--- config.mk ---
export PLATFORM = sky130hd
export DESIGN_NAME = qnl_div_cell
export DESIGN_NICKNAME = d
export VERILOG_FILES = /design/src/rtl/core/qnl_pkg.sv /design/src/rtl/core/qnl_div_cell.sv
export SDC_FILE = /design/constraint.sdc
export NUM_CORES = 1
export LEC_CHECK = 0
export ABC_AREA = 1
export BUFFER_PORTS_ARGS = -buffer_cell sky130_fd_sc_hd__buf_2
export CAP_MARGIN = 10
export CELL_PAD_IN_SITES_DETAIL_PLACEMENT = 0
export CELL_PAD_IN_SITES_GLOBAL_PLACEMENT = 1
export CORE_MARGIN = 2
export CORE_UTILIZATION = 42
export DETAILED_ROUTE_END_ITERATION = 10
export GPL_ROUTABILITY_DRIVEN = 1
export PLACE_DENSITY_LB_ADDON = 0.3
export SETUP_SLACK_MARGIN = 0.1
export SLEW_MARGIN = 20
export SYNTH_ARGS = -nofsm -noshare
export SYNTH_HDL_FRONTEND = slang
export SYNTH_SLANG_ARGS = --single-unit
--- constraint.sdc ---
create_clock -name i_clk -period 3.15 [get_ports i_clk]
set_input_delay 0.63 -clock i_clk [delete_from_list [all_inputs] [get_ports i_clk]]
set_output_delay 0.63 -clock i_clk [all_outputs]
set_load 0.1 [all_outputs]
--- src/rtl/core/qnl_pkg.sv ---
package qnl_pkg;

    localparam int LANES      = 4;
    localparam int MAG_W      = 31;
    localparam int SQ_W       = 63;
    localparam int ROOT_W     = 32;
    localparam int REM_W      = 33;
    localparam int ROOT_STEPS = 32;
    localparam int PROD_W     = 32;
    localparam int DOT_W      = 34;
    localparam logic [15:0] K_ONE = 16'd32768;

    typedef logic [MAG_W-1:0] t_mag;

    typedef struct packed {
        logic signed [15:0] a_x;
        logic signed [15:0] a_y;
        logic signed [15:0] a_z;
        logic signed [15:0] a_w;
        logic signed [15:0] b_x;
        logic signed [15:0] b_y;
        logic signed [15:0] b_z;
        logic signed [15:0] b_w;
        logic        [15:0] k_weight;
    } t_in_beat;

    typedef struct packed {
        logic signed [15:0] r_x;
        logic signed [15:0] r_y;
        logic signed [15:0] r_z;
        logic signed [15:0] r_w;
        logic               zero_norm;
    } t_out_beat;

    typedef struct packed {
        logic                  zero;
        logic [LANES-1:0]      neg;
        t_mag [LANES-1:0]      mag;
    } t_root_side;

    typedef struct packed {
        logic             zero;
        logic [LANES-1:0] neg;
    } t_div_side;

endpackage

--- src/rtl/core/qnl_div_cell.sv ---
module qnl_div_cell
    import qnl_pkg::*;
#(
    parameter int QW   = 16,
    parameter int STEP = 0
) (
    input  logic              i_clk,
    input  logic              i_rst_n,
    input  logic              i_en,
    input  logic              i_valid,
    input  logic [REM_W-1:0]  i_rem [LANES],
    input  logic [QW-1:0]     i_quo [LANES],
    input  logic [ROOT_W-1:0] i_div,
    input  t_div_side         i_side,
    output logic              o_valid,
    output logic [REM_W-1:0]  o_rem [LANES],
    output logic [QW-1:0]     o_quo [LANES],
    output logic [ROOT_W-1:0] o_div,
    output t_div_side         o_side
);

    localparam bit FIRST = (STEP == QW-1);

    logic [REM_W-1:0]  w_t   [LANES];
    logic [REM_W-1:0]  n_rem [LANES];
    logic [QW-1:0]     n_quo [LANES];
    logic              r_valid;
    logic [REM_W-1:0]  r_rem [LANES];
    logic [QW-1:0]     r_quo [LANES];
    logic [ROOT_W-1:0] r_div;
    t_div_side         r_side;

    always_comb begin
        for (int l = 0; l < LANES; l++) begin
            w_t[l]   = FIRST ? i_rem[l] : (i_rem[l] << 1);
            n_quo[l] = i_quo[l];
            if (w_t[l] >= REM_W'(i_div)) begin
                n_rem[l]       = w_t[l] - REM_W'(i_div);
                n_quo[l][STEP] = 1'b1;
            end else begin
                n_rem[l] = w_t[l];
            end
        end
    end

    always_ff @(posedge i_clk) begin
        if (!i_rst_n) begin
            r_valid <= 1'b0;
        end else if (i_en) begin
            r_valid <= i_valid;
        end
    end

    always_ff @(posedge i_clk) begin
        if (i_en) begin
            r_rem  <= n_rem;
            r_quo  <= n_quo;
            r_div  <= i_div;
            r_side <= i_side;
        end
    end

    assign o_valid = r_valid;
    assign o_rem   = r_rem;
    assign o_quo   = r_quo;
    assign o_div   = r_div;
    assign o_side  = r_side;

endmodule

## Word level (Yosys, flattened, before mapping)

Cells that the tools add are included.

- Register bits: 234
- Bits in latches: 0
- RAM bits: 0
- ROM bits: 0
- Input port bits: 237
- Output and inout bits: 234
- Memories: 0

- $add $sub $neg: 4
- $mul: 0
- Div/mod/pow operators: 0
- $lt $le $gt $ge: 4
- Equal/unequal tests: 0
- Shift-type cells: 0
- Multiplexer cells: 4
- Bitwise operators: 0
- Reduce and logical (&&, ||, !) cells: 0

Operators by type and width:

| kind | count |
|---|---|
| $ge A33 B32 Y1 | 4 |
| $mux W33 | 4 |
| $sub A33 B32 Y33 | 4 |

## Logic depth before layout (Yosys ltp)

- Depth after elaboration: 2
- Mapped depth: 16
- Depth with buffers taken out: 16

## Worst setup path before layout

Ideal clock, no wire load.

- Path kind: input port to flip-flop
- Start point: input port i_div[8]
- End point: register r_rem (netlist bit o_rem[24]), data pin
- Arrival: 2.030 ns
- Required time: 2.897 ns
- Setup slack: 0.867 ns
- Stages: 15
- Path through: inv_1 -> ha_1 -> nand2_1 -> inv_2 -> nand2_1 -> nand2_1 -> inv_2 -> nand3_2 -> nand2_1 -> nand2_1 -> nand2_2 -> nand3_4 -> buf_6 -> nand2_1 -> nand2_1

RTL lines:

| item | line | text |
|---|---|---|
| from (decl) | qnl_div_cell.sv:13 | `input logic [ROOT_W-1:0] i_div,` |
| to (signal assigned) | qnl_div_cell.sv:56 | `r_rem <= n_rem;` |
| to (decl) | qnl_div_cell.sv:28 | `logic [REM_W-1:0] r_rem [LANES];` |

==> flow_summary_export.csv <==
group,metric,value,unit
timing,period_share,0.801,
job,drv_cap,0,
global_routing,first_global_vias,19700,
clock_network,cts_setup_buffers,0,
floorplan,design.core.area,46600,sq um
detailed_routing,ant_nets,0,
power,p_leak,14.0,nW
critical_path,critical_path_class,"input port to flop",
critical_path,cpPeakStageDelay,520,ps
clock_network,cts_max_path_buffers,3,
synth,synthDistinctLibCells,32,
timing,maxSlewHeadroom,0.592,
synth,syn_inst,2946,
critical_path,worstReg2RegEnd,"o_valid$_SDFFE_PN0P_",
worst_hold_path,min_from,"i_quo[27]",
timing,tightestPinTransition,612,ps
critical_path,worstPathArrival,2850,ps
critical_path,worst_setup_path_end_kind,"flop",
critical_path,r2r_slack,2480,ps
critical_path,path_cells,"buf_2 -> inv_1 -> ha_1 -> nand2_1 -> nor2_1 -> nand2_1 -> nor2_2 -> nand3_2 -> buf_4 -> nand4_1 -> nand2_1",
timing,fin_skew,0,ps
power,worst_ir_drop_vdd,0.532,mV
worst_hold_path,min_to,"o_quo[27]$_DFFE_PP_",
detailed_routing,firstDrtPassIters,6,
clock_network,cts_hold_buf,0,
detailed_routing,wirelength,72.3,mm
detailed_routing,drc_errors,0,
power,power.total,0.0132,W
clock_network,clk_latency,570,ps
detailed_routing,post_drt_wl_per_cell,17.6,um
place,post-dp-hpwl,59.4,mm
timing,tns,0,ps
synth,synth-seq-cells,234,
clock_network,htreeDepth,1,
critical_path,crit_top_cell,"nand2_1",
clock_network,path_clk_slew,60,ps
status,status,"finished, final reports clean",
critical_path,cp-start-kind,"input port",
critical_path,path_max_fanout,11,
power,powerDensity,541,nW/um^2
worst_hold_path,hold_class,"input port to flop",
clock_network,clock-sinks,234,
global_routing,track_usage,0.290,
synth,avgSynthCellArea,6.71,sq um
floorplan,row_count,79,
floorplan,dieArea,48800,sq um
place,gp_congestion,0.955,
floorplan,io_pins,471,
cells_and_area,drive_above_1_share,0.186,
global_routing,gr-total-overflow,0,
clock_network,clockRootBuffer,"clkbuf_16",
clock_network,numCtsBuffers,27,
clock_network,ctsResizeCount,0,
cells_and_area,syn_to_final_growth,23.5,%
timing,setup_viol,0,
synth,synth_nets,3315,
synth,yosys_warnings,0,
synth,seq_area_frac_synth,0.355,
critical_path,worstRegToRegCells,2,
timing,slew_viol_final,0,
place,numPortBuffers,466,
floorplan,initial_core_util,0.425,
synth,synth.cell_area,19800,sq um
timing,max_freq,0.396,GHz
detailed_routing,drt_iter0_markers,1443,
detailed_routing,vias,20300,
clock_network,cts_tree,"yes",
critical_path,reg2reg_from,"o_valid$_SDFFE_PN0P_",
worst_hold_path,whs_path_depth,1,
detailed_routing,routed_via_density,4.95,
timing,final-hold-violation-count,0,
cells_and_area,layout_commonest_cell,"nand2_1",
floorplan,die_w,221,um
timing,fin_crit,2520,ps
cells_and_area,final_cell_mix,"1296 x nand2_1, 578 x inv_1, 465 x buf_2, 233 x edfxtp_1, 140 x nor2_1",
cells_and_area,layout.nets,3851,
global_routing,grt_max_degree,61,
timing,rsz0062_at_grt,"no",
critical_path,crit_path_top_delay_cell,"ha_1",
global_routing,antenna_found_initial,4,
floorplan,die_h,221,um
global_routing,grt_pass1_wl,110,mm
critical_path,critPathRequiredTime,3480,ps
power by group:
group          switching, W  internal, W  total, W
Sequential        0.0000924      0.00390   0.00399
Clock               0.00129      0.00195   0.00324
Combinational       0.00472      0.00126   0.00599
critical path, delay by kind of cell:
kind	cells	cell delay, ps
fa+ha+maj	1	520
buf+inv	3	620
simple gates	7	1070
cell usage after synthesis, drive strengths merged:
master  count  area, sq um
edfxtp    233         7000
buf        44          298
or2        11         68.8
o21ai      10         50.0
nand4     139          906
a21oi      82          410
dfxtp       1         20.0
ha        128         1600
clkbuf      5         18.8
nand3     126          711
nor2      160          651
xor2       56          490
fa          4         80.1
xnor2       4         35.0
and2       24          151
o21bai      2         15.0
nand2    1300         4890
nor3       31          185
inv       586         2200
per-stage QoR:
step / cells / setup slack [ps] / cell area [sq um] / util / hold slack, ps
after global placement: 4060 / 107 / 23500 / 0.505 / 513
final: 4107 / 628 / 24400 / 0.525 / 232
after global routing: 4106 / 533 / 24400 / 0.525 / 214
after detailed placement: 4060 / 83.7 / 23500 / 0.505 / 539
after floorplan: 2946 / 867 / 19800 / - / 723
after CTS: 4105 / 689 / 24400 / 0.524 / 201
sequential cells by signal, indices dropped and copies added, names as in the netlist:
register and flops:
o_quo 64, o_side 5, o_rem 132, o_valid 1
o_div 32
logic make-up after synthesis:
kind of cell	count (synthesis)	share of synthesized area
XOR/XNOR	60	0.0266
AND/OR/NAND/NOR	1791	0.382
AO/OA/AOI/OAI	94	0.0240
buffers and inverters	635	0.127
adder cells (fa/ha/maj)	132	0.0850
flip-flops	234	0.355
final cells by class:
| class | instances | area [sq um] |
|---|---|---|
| inverter | 586 | 2200 |
| multi-input combinational | 2077 | 10200 |
| antenna | 2 | 5.00 |
| fill | 4730 | 22100 |
| tap | 607 | 759 |
| clock inverter | 17 | 213 |
| clock buffer | 28 | 679 |
| timing repair buffer | 556 | 3310 |
| sequential | 234 | 7020 |
worst max-delay path by stage:
stage          slack (ps)                    to  cells after the start       from
2_1_floorplan         870   o_rem[24]$_DFFE_PP_                     15   i_div[8]
3_3_place_gp          110   o_rem[17]$_DFFE_PP_                     13  i_div[27]
3_5_place_dp           80   o_rem[17]$_DFFE_PP_                     11  i_div[17]
4_1_cts               690   o_rem[17]$_DFFE_PP_                     11  i_div[17]
5_1_grt               530  o_rem[125]$_DFFE_PP_                     11  i_div[18]
6_report              630   o_rem[17]$_DFFE_PP_                     11  i_div[17]
routing by layer:
| layer | GRT usage | wire, um | vias to the layer above |
|---|---|---|---|
| met3 | 0.0547 | 5180 | 139 |
| met5 | 0 | 14 | - |
| li1 | - | - | 10300 |
| met1 | 0.365 | 30500 | 9195 |
| met4 | 0.131 | 3520 | 2 |
| met2 | 0.484 | 33000 | 726 |
(Power assumes the default switching activity.)
