$ cat src/rtl/core/qnl_pkg.sv
package qnl_pkg;

    localparam int LANES      = 4;
    localparam int MAG_W      = 31;
    localparam int SQ_W       = 63;
    localparam int ROOT_W     = 32;
    localparam int REM_W      = 33;
    localparam int ROOT_STEPS = 32;
    localparam int PROD_W     = 32;
    localparam int DOT_W      = 34;
    localparam logic [15:0] K_ONE = 16'd32768;

    typedef logic [MAG_W-1:0] t_mag;

    typedef struct packed {
        logic signed [15:0] a_x;
        logic signed [15:0] a_y;
        logic signed [15:0] a_z;
        logic signed [15:0] a_w;
        logic signed [15:0] b_x;
        logic signed [15:0] b_y;
        logic signed [15:0] b_z;
        logic signed [15:0] b_w;
        logic        [15:0] k_weight;
    } t_in_beat;

    typedef struct packed {
        logic signed [15:0] r_x;
        logic signed [15:0] r_y;
        logic signed [15:0] r_z;
        logic signed [15:0] r_w;
        logic               zero_norm;
    } t_out_beat;

    typedef struct packed {
        logic                  zero;
        logic [LANES-1:0]      neg;
        t_mag [LANES-1:0]      mag;
    } t_root_side;

    typedef struct packed {
        logic             zero;
        logic [LANES-1:0] neg;
    } t_div_side;

endpackage

$ cat src/rtl/core/qnl_root_cell.sv
module qnl_root_cell
    import qnl_pkg::*;
#(
    parameter int  K      = 0,
    parameter type T_SIDE = logic
) (
    input  logic            i_clk,
    input  logic            i_rst_n,
    input  logic            i_en,
    input  logic            i_valid,
    input  logic [SQ_W-1:0] i_rem,
    input  logic [SQ_W-1:0] i_root,
    input  T_SIDE           i_side,
    output logic            o_valid,
    output logic [SQ_W-1:0] o_rem,
    output logic [SQ_W-1:0] o_root,
    output T_SIDE           o_side
);

    localparam logic [SQ_W-1:0] BIT = SQ_W'(1) << (2*K);

    logic [SQ_W-1:0] w_trial;
    logic [SQ_W-1:0] n_rem;
    logic [SQ_W-1:0] n_root;
    logic            r_valid;
    logic [SQ_W-1:0] r_rem;
    logic [SQ_W-1:0] r_root;
    T_SIDE           r_side;

    always_comb begin
        w_trial = i_root + BIT;
        if (i_rem >= w_trial) begin
            n_rem  = i_rem - w_trial;
            n_root = (i_root >> 1) + BIT;
        end else begin
            n_rem  = i_rem;
            n_root = i_root >> 1;
        end
    end

    always_ff @(posedge i_clk) begin
        if (!i_rst_n) begin
            r_valid <= 1'b0;
        end else if (i_en) begin
            r_valid <= i_valid;
        end
    end

    always_ff @(posedge i_clk) begin
        if (i_en) begin
            r_rem  <= n_rem;
            r_root <= n_root;
            r_side <= i_side;
        end
    end

    assign o_valid = r_valid;
    assign o_rem   = r_rem;
    assign o_root  = r_root;
    assign o_side  = r_side;

endmodule

$ cat config.mk
export PLATFORM = sky130hd
export DESIGN_NAME = qnl_root_cell
export DESIGN_NICKNAME = d
export VERILOG_FILES = /design/src/rtl/core/qnl_pkg.sv /design/src/rtl/core/qnl_root_cell.sv
export SDC_FILE = /design/constraint.sdc
export NUM_CORES = 1
export LEC_CHECK = 0
export ABC_CLOCK_PERIOD_IN_PS = 7290
export BUFFER_PORTS_ARGS = -buffer_cell sky130_fd_sc_hd__buf_4
export CORE_UTILIZATION = 60
export CTS_CLUSTER_SIZE = 8
export DETAILED_ROUTE_END_ITERATION = 12
export PLACE_DENSITY_LB_ADDON = 0.08
export SLEW_MARGIN = 40
export SYNTH_ARGS = -nofsm -noshare
export SYNTH_HDL_FRONTEND = slang
export SYNTH_SLANG_ARGS = --single-unit
export TNS_END_PERCENT = 1
$ cat constraint.sdc
create_clock -name i_clk -period 7.29 [get_ports i_clk]
set_input_delay 0.729 -clock i_clk [delete_from_list [all_inputs] [get_ports i_clk]]
set_output_delay 0.729 -clock i_clk [all_outputs]
set_load 0.02 [all_outputs]
[Word level (Yosys, flattened, before mapping)]
Cells that the tools add are included.
Word-level totals
  word-level logic and storage cells: 11
  input port bits: 131
  output and inout bits: 128
  bits in registers: 128
Operators by class
  $add $sub $neg: 3
  multiplexer cells: 2
  magnitude comparators: 1
Operator list (number)
  62-bit by 1-bit adder with 63-bit output, second input constant: 1
  63-bit by 1-bit adder with 63-bit output, second input constant: 1
  63-bit >= comparator: 1
  63-bit two-way mux: 1
  63-bit subtractor: 1
  62-bit two-way mux: 1

[Logic depth before layout (Yosys ltp)]
  depth in word-level cells: 3
  gate-level depth with buffers: 25
  depth with buffers taken out: 20

[Worst setup path before layout]
Ideal clock, no wire load.
  path kind: input-to-reg
  from: input port i_root[1]
  to: register r_rem[42] (netlist: o_rem[42]), data pin
  cell stages on the path: 22
  arrival: 4.529 ns
  slack: 2.500 ns
  library setup time: 0.261 ns
  data required time: 7.029 ns
  cells stage by stage: ha_1 > and3_1 > and3_1 > clkbuf_1 > nand2_2 > nor3_1 > nand4_1 > nor3_1 > nand2_1 > xor2_1 > ha_1 > clkbuf_1 > nand4_1 > nor3_1 > and4_1 > nand4_1 > o211ai_1 > a21o_1 > buf_6 > buf_2 > buf_2 > a21oi_1
Between the ends
  longest elaborated chain between the ends: 3
  elaborated cells between the ends (all ways): 4
RTL lines
  start, declared: RTL line qnl_root_cell.sv:12  | input logic [SQ_W-1:0] i_root,
  63-bit by 1-bit adder with 63-bit output *: RTL line qnl_root_cell.sv:31  | w_trial = i_root + BIT;
  63-bit subtractor or 63-bit >= comparator (tied branches): RTL line qnl_root_cell.sv:33, qnl_root_cell.sv:32
  63-bit two-way mux *: RTL line qnl_root_cell.sv:32  | if (i_rem >= w_trial) begin
  named net n_rem[42]: RTL line qnl_root_cell.sv:23  | logic [SQ_W-1:0] n_rem;
  end signal, assigned: RTL line qnl_root_cell.sv:51  | r_rem <= n_rem;
  end, declared: RTL line qnl_root_cell.sv:26  | logic [SQ_W-1:0] r_rem;
The timed path passes the listed nets; every way through them passes the cells marked *.
A chain may end at the register's enable or synchronous reset.

[Worst setup path in the final report]
  from: input port i_root[1]
  to: register r_root[47] (netlist: o_root[47]), data pin
Between the ends
  longest elaborated chain between the ends: 3
  elaborated cells between the ends (all ways): 4
RTL lines
  63-bit by 1-bit adder with 63-bit output: RTL line qnl_root_cell.sv:31
  63-bit >= comparator: RTL line qnl_root_cell.sv:32
  62-bit two-way mux *: RTL line qnl_root_cell.sv:32
  named net n_root[47]: RTL line qnl_root_cell.sv:24  | logic [SQ_W-1:0] n_root;
  end signal, assigned: RTL line qnl_root_cell.sv:52  | r_root <= n_root;
  end, declared: RTL line qnl_root_cell.sv:27  | logic [SQ_W-1:0] r_root;
Marked as above.

==> results.md <==
* Status: finished clean
* Hold WC Path Type: input pin to flop
* Initial antenna violation count at 0
* Synth top area share at between 30% and 40%
* Worst-margin pin slew at between 0.7 and 0.8 ns
* DRC at 0
* Prevailing post-synth register cell: edfxtp_1
* Worst setup EP type: flop
* Rel. slew slack at 46.75%
* Post-CTS setup buffers at 0
* Slowest CP cell: nor3_1
* CP Max Fanout at 39
* DR WL/cell at 22.80 um
* DRT iter0 DRCs at 1366
* Most used cell, CP: nand4_1
* Synth Warn # at 0
* Sequential share of the synthesized area at a little over a third
* Reg area at 3834 um2
* Critical Path AT at 6.34 ns
* Clock Power Share at 33.2%
* # fillers at 1316
* Cell taking the most area after synthesis: edfxtp_1
* Layout cell share with drive strength beyond 1 at approximately 22%
* Cell count after synthesis at between 1000 and 1500
* Inserted Diodes at 0
* Clock root cell: clkbuf_16
* Placer Congestion at 1.010
* Buffers on Ports at 258
* Internal Dissipation at approximately 0.0018 W
* Sequential Power Share at 34.0%
* Clock sinks at 128
* GRT Util Overall at 41.39%
* Area of the mapped netlist at 11000 um2
* Setup TNS at 0 ns
* Net load switching power at 0.0009645 W
* Pin count of the biggest net entering global routing at 77
* Final WL at around 40 mm
* Net count, final at 1684
* Die height at between 100 and 150 um
* Switching Fraction at 34.70%
* Post-CTS resize count at 0
* Die width at roughly 140 um
* Distinct cell type count after synthesis at 76
* Worst reg2reg startpoint: o_valid
* Area grow syn2layout at 23.91%
* Setup WS post-layout at about 1.1 ns
* PD cells at 203.8 nW/um2
* I/O Pins at 259
* Die area at 18890 um2
* Logic pwr share at 32.8%
* Vias per Instance at 6.578
* Hold_buf cts at 0
* Pre-CTS setup slack at 0.8633 ns
* First-pass GRT wire length at 58.02 mm
* Final hold violations at 0
* Row count at 49
* Critical Path Start: i_root[1]
* Crit path time final at 6.173 ns
* Initial Util at 61.26%
* Area contributors post-synth: edfxtp_1 (35%), ha_1 (7.4%), xor2_1 (7.1%), xnor2_1 (6.8%), a21oi_1 (5.4%)
* WS Path Type: input pin to flop
* CTS Buffer Depth at 2
* Total Power at 0.002779 W
* Crit path buf inv count at 2
* FFs w/ async S/R, synth at 0%
* Max VDD drop at 177.7 uV
* Worst path max stage delay at 0.53 ns
* Multi-input combinational cell area at 6768 um2
* Leak at 5.456 nW
* Total CTS buffers at 17
* Gr ovfl total at 0
* Crit path max-delay family: simple AND/OR/NAND/NOR gates
* Vias post-DR at 11373
* Syn nets at 1462
* Final Cycle Share at 84.67%
* CTS tree: built
* # setup viols final at 0
* Worst hold path startpoint: i_side
* CTS clk-pin slew, worst paths at 0.06 ns
* Mapped Avg Cell Area at 8.699 um2
* Drt first pass iters at 6
* H-Tree Depth at 4
* Core Area at 17960 um2
* Maxcap violations at 0
* Post-synth EDFFs at 127
* Remaining antenna violation count at 0
* Post-layout util at between 70% and 80%
* Slew Viols, Final at 0
* Seq cells post-synth at 128
* RSZ-0062 raised after global routing: no
* CP required at 7.46 ns
* Fmax at 162.0 MHz
* Critical path launch point type: input pin
* Worst skew pair latency at 0.44 ns
* HPWL Detailed at between 30 and 40 mm
* Vias in the first global route at 10533
* Worst Clk Skew at 0 ns
* Cell chain of the critical path: buf_4, ha_1, and3_1, and3_1, nand2_2, nor3_1, nand4_1, nor3_1, nand2_1, xor2_1, ha_1, nand4_1, nor3_1, and4_1, nand4_1, o211ai_1, a21o_4, buf_4, nand4_1, xnor2_1
## cell usage after synthesis (all sizes together) (7+ instances only)
master	number
a211oi	7
a21o	21
a21oi	125
and2	11
and3	34
and4	14
buf	35
clkbuf	29
edfxtp	127
ha	65
inv	28
nand2	132
nand3	50
nand4	57
nor2	129
nor2b	13
nor3	45
nor4	12
o211ai	7
o21a	8
o21ai	57
o21bai	11
o31ai	9
xnor2	85
xor2	89
## cells in the final DEF, fill, tap and decap left out, types with 4 or more instances in the layout
cell type and count:
o21ai_0 44, nor2_1 129, and2_1 11, nand4_1 57, nand3_1 50, nand2_1 131
nor4_1 11, o21bai_1 11, xnor2_1 85, a31oi_1 4, edfxtp_1 127, ha_1 65
clkbuf_16 17, o211ai_1 6, buf_4 265, a21oi_1 118, o31ai_1 8, nor2b_1 13
o21a_1 8, o21ai_1 10, a21o_1 20, nor3_1 43, a21oi_2 6, xor2_1 89
clkinv_4 4, inv_6 5, and4_1 14, a211oi_1 5, and3_1 34, a211o_1 4
inv_1 28
## worst reg2reg max path: cells and delay by family, from the launching register on
kind,cells,cell delay [ns]
DFF,1,0.32
muxes,1,0.12
and+or+nand+nor,1,0.06
## stage by stage
| stage | hold WS (ns) | instances | instance area, um2 |
|---|---|---|---|
| finish | 0.4783 | 1729 | 13640 |
| global placement | 0.5059 | 1697 | 13010 |
| floorplan | 0.5893 | 1265 | 11000 |
| global route | 0.4864 | 1729 | 13640 |
| detailed placement | 0.5151 | 1697 | 13010 |
| CTS | 0.4728 | 1729 | 13640 |
## cell families after synthesis
| kind of cell | share of synthesized area (%) |
|---|---|
| simple gates | 23.21 |
| compound gates | 16.71 |
| xor+xnor | 13.85 |
| flops | 34.84 |
| buf+inv | 3.729 |
| fa+ha+maj | 7.572 |
| mux | 0.09096 |
## final cells by class
cell class	instances	share of cell area, %
Multi-Input combinational cell	1045	49.63
Sequential cell	128	28.12
Timing Repair Buffer	267	14.82
Clock buffer	17	3.120
Tap cell	229	2.101
Clock inverter	15	1.441
Inverter	28	0.7708
## registers in the layout, indices dropped and copies added, names as in the netlist
signal   flops
o_root      63
o_rem       63
o_side       1
o_valid      1
## power by group through the flow
stage | combinational (W) | clock [W] | sequential, W
after floorplan | 0.000432 | 0 | 0.00106
after detailed placement | 0.000884 | 0 | 0.000960
after global placement | 0.000869 | 0 | 0.000957
after global routing | 0.000969 | 0.000946 | 0.000953
final | 0.000911 | 0.000923 | 0.000946
after CTS | 0.000892 | 0.000923 | 0.000946
## final timing paths
path,to,slack [ns],cells past startpoint
worst max-delay path,o_root[47],1.12,20
worst min-delay path,o_side,0.48,1
worst max register to register,o_valid,6.70,2
worst min register to register,o_valid,0.53,2
## metal layers
metal  share of wire, %  vias up  GRT usage [%]  routed length, um
met2                 46      872          65.49              18020
met1                 37     5255          52.86              14510
met5                  0        -              0                  0
met3                 13      155          10.19               5023
met4                4.7        0          19.66               1861
li1                   -     5091              -                  -
(Power assumes the default switching activity.)
